**src/hdl/hta_pkg.sv**
```systemverilog
// Shared types and constants for the handle table allocator.
`default_nettype none
package hta_pkg;

  localparam int unsigned CAPACITY_DEF = 256;

  localparam int unsigned OP_W      = 2;
  localparam int unsigned HANDLE_W  = 9;
  localparam int unsigned TYPE_W    = 4;
  localparam int unsigned PAYLOAD_W = 32;
  localparam int unsigned STATUS_W  = 2;
  localparam int unsigned COUNT_W   = 9;

  localparam logic [OP_W-1:0] OP_ALLOC  = 2'd0;
  localparam logic [OP_W-1:0] OP_LOOKUP = 2'd1;
  localparam logic [OP_W-1:0] OP_CLOSE  = 2'd2;

  localparam logic [STATUS_W-1:0] STAT_OK    = 2'd0;
  localparam logic [STATUS_W-1:0] STAT_FULL  = 2'd1;
  localparam logic [STATUS_W-1:0] STAT_RANGE = 2'd2;
  localparam logic [STATUS_W-1:0] STAT_DEAD  = 2'd3;

  typedef enum logic [1:0] {
    S_CLEAR,
    S_IDLE,
    S_EXEC
  } hta_state_t;

  typedef struct packed {
    logic                 valid;
    logic [TYPE_W-1:0]    obj_type;
    logic [PAYLOAD_W-1:0] payload;
  } hta_slot_t;

  typedef struct packed {
    logic init;
    logic rd_en;
    logic pop;
    logic push;
  } hta_stk_cmd_t;

endpackage
`default_nettype wire

```
**src/hdl/hta_free_stack.sv**
```systemverilog
// Free slot stack: one memory of slot indices and its top pointer.
`default_nettype none
module hta_free_stack #(
  parameter int unsigned CAPACITY = hta_pkg::CAPACITY_DEF,
  localparam int unsigned IDXW = (CAPACITY > 1) ? $clog2(CAPACITY) : 1,
  localparam int unsigned CNTW = $clog2(CAPACITY + 1)
) (
  input  wire logic                 clk,
  input  wire logic                 rst_n,
  input  wire hta_pkg::hta_stk_cmd_t cmd,
  input  wire logic [IDXW-1:0]      init_idx,
  input  wire logic [IDXW-1:0]      push_slot,
  output logic                      empty,
  output logic [IDXW-1:0]           pop_slot
);

  logic [IDXW-1:0] stack_mem [CAPACITY];
  logic [CNTW-1:0] top_r;
  logic [CNTW-1:0] top_nxt;
  logic [IDXW-1:0] rd_data_r;
  logic            not_full;

  assign empty    = (top_r == '0);
  assign not_full = (top_r < CNTW'(CAPACITY));
  assign pop_slot = rd_data_r;

  always_comb begin
    top_nxt = top_r;
    if (cmd.pop && !empty) begin
      top_nxt = top_r - CNTW'(1);
    end else if (cmd.push && not_full) begin
      top_nxt = top_r + CNTW'(1);
    end
  end

  always_ff @(posedge clk) begin
    if (!rst_n) begin
      top_r <= CNTW'(CAPACITY);
    end else begin
      top_r <= top_nxt;
    end
  end

  always_ff @(posedge clk) begin
    if (cmd.init) begin
      stack_mem[init_idx] <= IDXW'(CAPACITY - 1) - init_idx;
    end else if (cmd.push && not_full) begin
      stack_mem[IDXW'(top_r)] <= push_slot;
    end
    if (cmd.rd_en) begin
      rd_data_r <= stack_mem[IDXW'(top_r - CNTW'(1))];
    end
  end

endmodule
`default_nettype wire

```
**config.mk**
```make
export PLATFORM = sky130hd
export DESIGN_NAME = hta_free_stack
export DESIGN_NICKNAME = d
export VERILOG_FILES = /design/src/hdl/hta_pkg.sv /design/src/hdl/hta_free_stack.sv
export SDC_FILE = /design/constraint.sdc
export NUM_CORES = 2
export LEC_CHECK = 0
export ABC_AREA = 1
export BUFFER_PORTS_ARGS = -buffer_cell sky130_fd_sc_hd__buf_2
export CAP_MARGIN = 20
export CORE_ASPECT_RATIO = 1.5
export CORE_MARGIN = 2
export CORE_UTILIZATION = 41
export DETAILED_ROUTE_END_ITERATION = 10
export GPL_ROUTABILITY_DRIVEN = 0
export PLACE_DENSITY = 0.58
export SLEW_MARGIN = 10
export SYNTH_ARGS = -nofsm -noshare
export SYNTH_HDL_FRONTEND = slang
export SYNTH_SLANG_ARGS = --single-unit
```
**constraint.sdc**
```tcl
create_clock -name clk -period 6.57 [get_ports clk]
set_clock_uncertainty 0.1 [all_clocks]
set_input_delay 0.657 -clock clk [delete_from_list [all_inputs] [get_ports clk]]
set_output_delay 0.657 -clock clk [all_outputs]
set_load 0.01 [all_outputs]
```
==> summary.md <==
| Metric | Value |
|---|---|
| Layout Cells excl Fill | `~9,800` |
| CP Capture Type | `flop` |
| Largest net degree at the start of global routing | `about 190` |
| Iteration count of the initial detailed-routing pass | `6` |
| H-tree depth | `4` |
| Max cap viols | `0` |
| Met1 Use GR | `27.16%` |
| Syn-to-layout area delta | `9.969%` |
| Slowest cell on crit path | `buf_4` |
| PnR worst setup slack | `about 1300 ps` |
| Routed wire length per instance | `roughly 24 µm` |
| # nets final | `~7,000` |
| Initial antenna violation count | `8` |
| Crit path required time | `7020 ps` |
| Worst-Skew Late Latency | `slightly above 800 ps` |
| Quantity of I/O buffers inserted on ports | `30` |
| Post-CTS Setup Bufs | `0` |
| YS warnings | `0` |
| Peak Freq | `about 190 MHz` |
| Syn Area/Cell | `between 10 and 15 µm²` |
| Post-Syn Area | `between 80,000 and 90,000 µm²` |
| PD cells | `~340 nW/µm²` |
| R2r setup slk | `between 1000 and 1500 ps` |
| First-pass GRT wire length | `350.2 mm` |
| Total congestion overflow | `0` |
| CP Class | `reg -> reg` |
| Syn_nets | `7,165` |
| WHS | `approximately 130 ps` |
| DRT iter0 DRCs | `~5,800` |
| P_leak | `about 31 nW` |
| Global route hottest layer | `met2` |
| Longest Clk Path Bufs | `4` |
| Finished Core Util | `45.35%` |
| Cells after Synth | `slightly above 7,000` |
| Vias per cell | `5.563` |
| Placed cell areas | `86,570 µm²` |
| Clk root buf | `clkbuf_16` |
| Worst-Margin Slew | `between 1000 and 1500 ps` |
| Register area share after synthesis | `approximately three quarters` |
| CP cell instances | `inv_8, ha_4, inv_8, buf_4, nand3_1, nand3_1, nand3_1, nand3_1, nand3_1, nand3_1, nand2_1, nand2_1, nand2_1` |
| Hold Fails Final Rpt | `0` |
| Number of synthesized register bits | `slightly above 2,000` |
| Tmin final | `roughly 5200 ps` |
| Power Total | `around 31 mW` |
| Crit start category | `flop` |
| Post-route ant nets | `0` |
| Die Span Y | `between 500 and 600 µm` |
| Synth cell types | `35` |
| Clock sinks | `2,065` |
| Number of global-route vias before repair | `52,570` |
| Slew headroom | `between 10% and 20%` |
| WP data arrival | `roughly 5700 ps` |
| Remaining DRCs | `0` |
| CP dominant cell by count | `nand3_1` |
| Area of the die | `between 200,000 and 250,000 µm²` |
| Critical Path Fanout Max | `109` |
| Hold Crit Class | `in -> reg` |
| GR met3 Demand/Resource | `about 2.7%` |
| Pre-CTS setup slack | `~1500 ps` |
| I/O pin cnt | `31` |
| Wirelength, routed | `roughly 240 mm` |
| Fillcell total | `18,330` |
| TritonCTS Buffers | `~190` |
| All-layer global routing usage | `between 20% and 30%` |
| Maximum vdd drop | `approximately 190 µV` |
| Hpwl dp | `~140 mm` |
| Die Wd | `about 370 µm` |
| Clock-pin slew on the worst setup and hold paths | `70 ps` |
| CTS tree | `built` |
| CP peak stage delay | `~730 ps` |
| PostCTS Resize Cnt | `0` |
| Layout cell share with drive strength beyond 1 | `6.191%` |
| Grt met2 use | `~40%` |
| CORE AREA | `between 200,000 and 250,000 µm²` |
| Fin area | `around 92,000 µm²` |
| Placed cell count | `9,440` |
| Number of buffers and inverters on the critical path | `3` |
| Status | `finished clean` |
| RSZ-0062 raised after global routing | `false` |
| Total negative slack | `0 ps` |
| Vias | `between 50,000 and 60,000` |
| # setup viols final | `0` |
| CP top delay family | `buffers and inverters` |
| Initial core utilization | `41.24%` |
| Final slew viol count | `0` |
| Core Rows | `approximately 200` |
| Tcrit/Tclk final | `79.64%` |
[cells in the mapped netlist, drive strengths merged]
master | number | area share (%)
nor3 | 6 | 0.042
dfxtp | 9 | 0.21
mux2i | 1 | 0.012
a211oi | 1 | 0.0089
o211ai | 2 | 0.018
ha | 3 | 0.045
nand2 | 2170 | 9.7
a31oi | 3 | 0.022
clkbuf | 170 | 0.76
o21a | 1 | 0.0089
or2 | 7 | 0.055
a21oi | 8 | 0.048
inv | 53 | 0.24
nand3 | 2024 | 12
edfxtp | 2056 | 73
xor2 | 5 | 0.052
o21ai | 18 | 0.16
buf | 311 | 1.8
nor2 | 291 | 1.3
nand4 | 1 | 0.0074
[kinds of logic after synthesis]
group | count (synthesis) | share of synthesized area (%)
AND/OR/NAND/NOR | 4499 | 23.25
flip-flops | 2065 | 73.62
buffers and inverters | 534 | 2.761
AO/OA/AOI/OAI | 33 | 0.2618
XOR/XNOR | 5 | 0.05207
adder cells (fa/ha/maj) | 3 | 0.04464
multiplexers | 1 | 0.01190
[report_power, final]
group | internal [mW] | total [mW] | switching [mW]
logic | 1.37 | 5.68 | 4.31
registers | 14.7 | 14.7 | 0.0567
clock network | 6.03 | 10.8 | 4.76
total | 22.1 | 31.2 | 9.13
[metal layers]
metal / vias up / part of all wire, %
met5: - / 0.0067
met4: 2 / 5.6
met3: 480 / 6.0
met2: 2042 / 51
met1: 26920 / 38
li1: 24930 / -
[layout by cell type (no fill, tap or decap), types with 3 or more instances in the layout]
master / instances
inv_2: 12
nor2_4: 4
nor3_1: 4
clkbuf_1: 43
xor2_1: 4
o21ai_0: 9
edfxtp_1: 2056
o21ai_2: 8
a31oi_1: 3
clkbuf_16: 196
bufinv_16: 15
a21oi_1: 8
nor2_1: 283
or2_2: 4
clkinv_2: 34
nand2_4: 12
nand3_1: 2022
inv_1: 38
nand2_1: 2143
nand2_2: 15
nor2_2: 4
buf_4: 61
inv_8: 3
clkinv_1: 36
buf_12: 25
dfxtp_1: 8
buf_2: 31
[state kept, by name (all words and copies together) (netlist names)]
name	count
stack_mem	2048
top_r	9
pop_slot	8
[worst min-delay path, delay by kind of cell]
family          cells  cell delay, ps
buf+inv             1             110
compound gates      2             230
[final cells by class]
class	instances	area [µm²]	area share, %
Antenna cell	2	5.005	0.005411
Inverter	53	215.2	0.2327
Multi-Input combinational cell	4541	20000	21.62
Tap cell	2665	3334	3.605
Clock inverter	90	813.3	0.8793
Clock buffer	239	5066	5.478
Timing Repair Buffer	119	1135	1.227
Sequential cell	2065	61920	66.95
[repair_timing]
| action | CTS | global route |
|---|---|---|
| hold buffers | 1 | 0 |
| setup endpoints to repair | 0 | 0 |
| hold endpoints to repair | 3 | 0 |
[worst paths after layout]
kind             from     endpoint  cells past startpoint
max          top_r[0]  pop_slot[1]                     13
min reg2reg  top_r[1]     top_r[1]                      2
min            cmd[1]     top_r[1]                      3
max reg2reg  top_r[0]  pop_slot[1]                     13
Note: power is estimated with default switching activity, not from simulation.
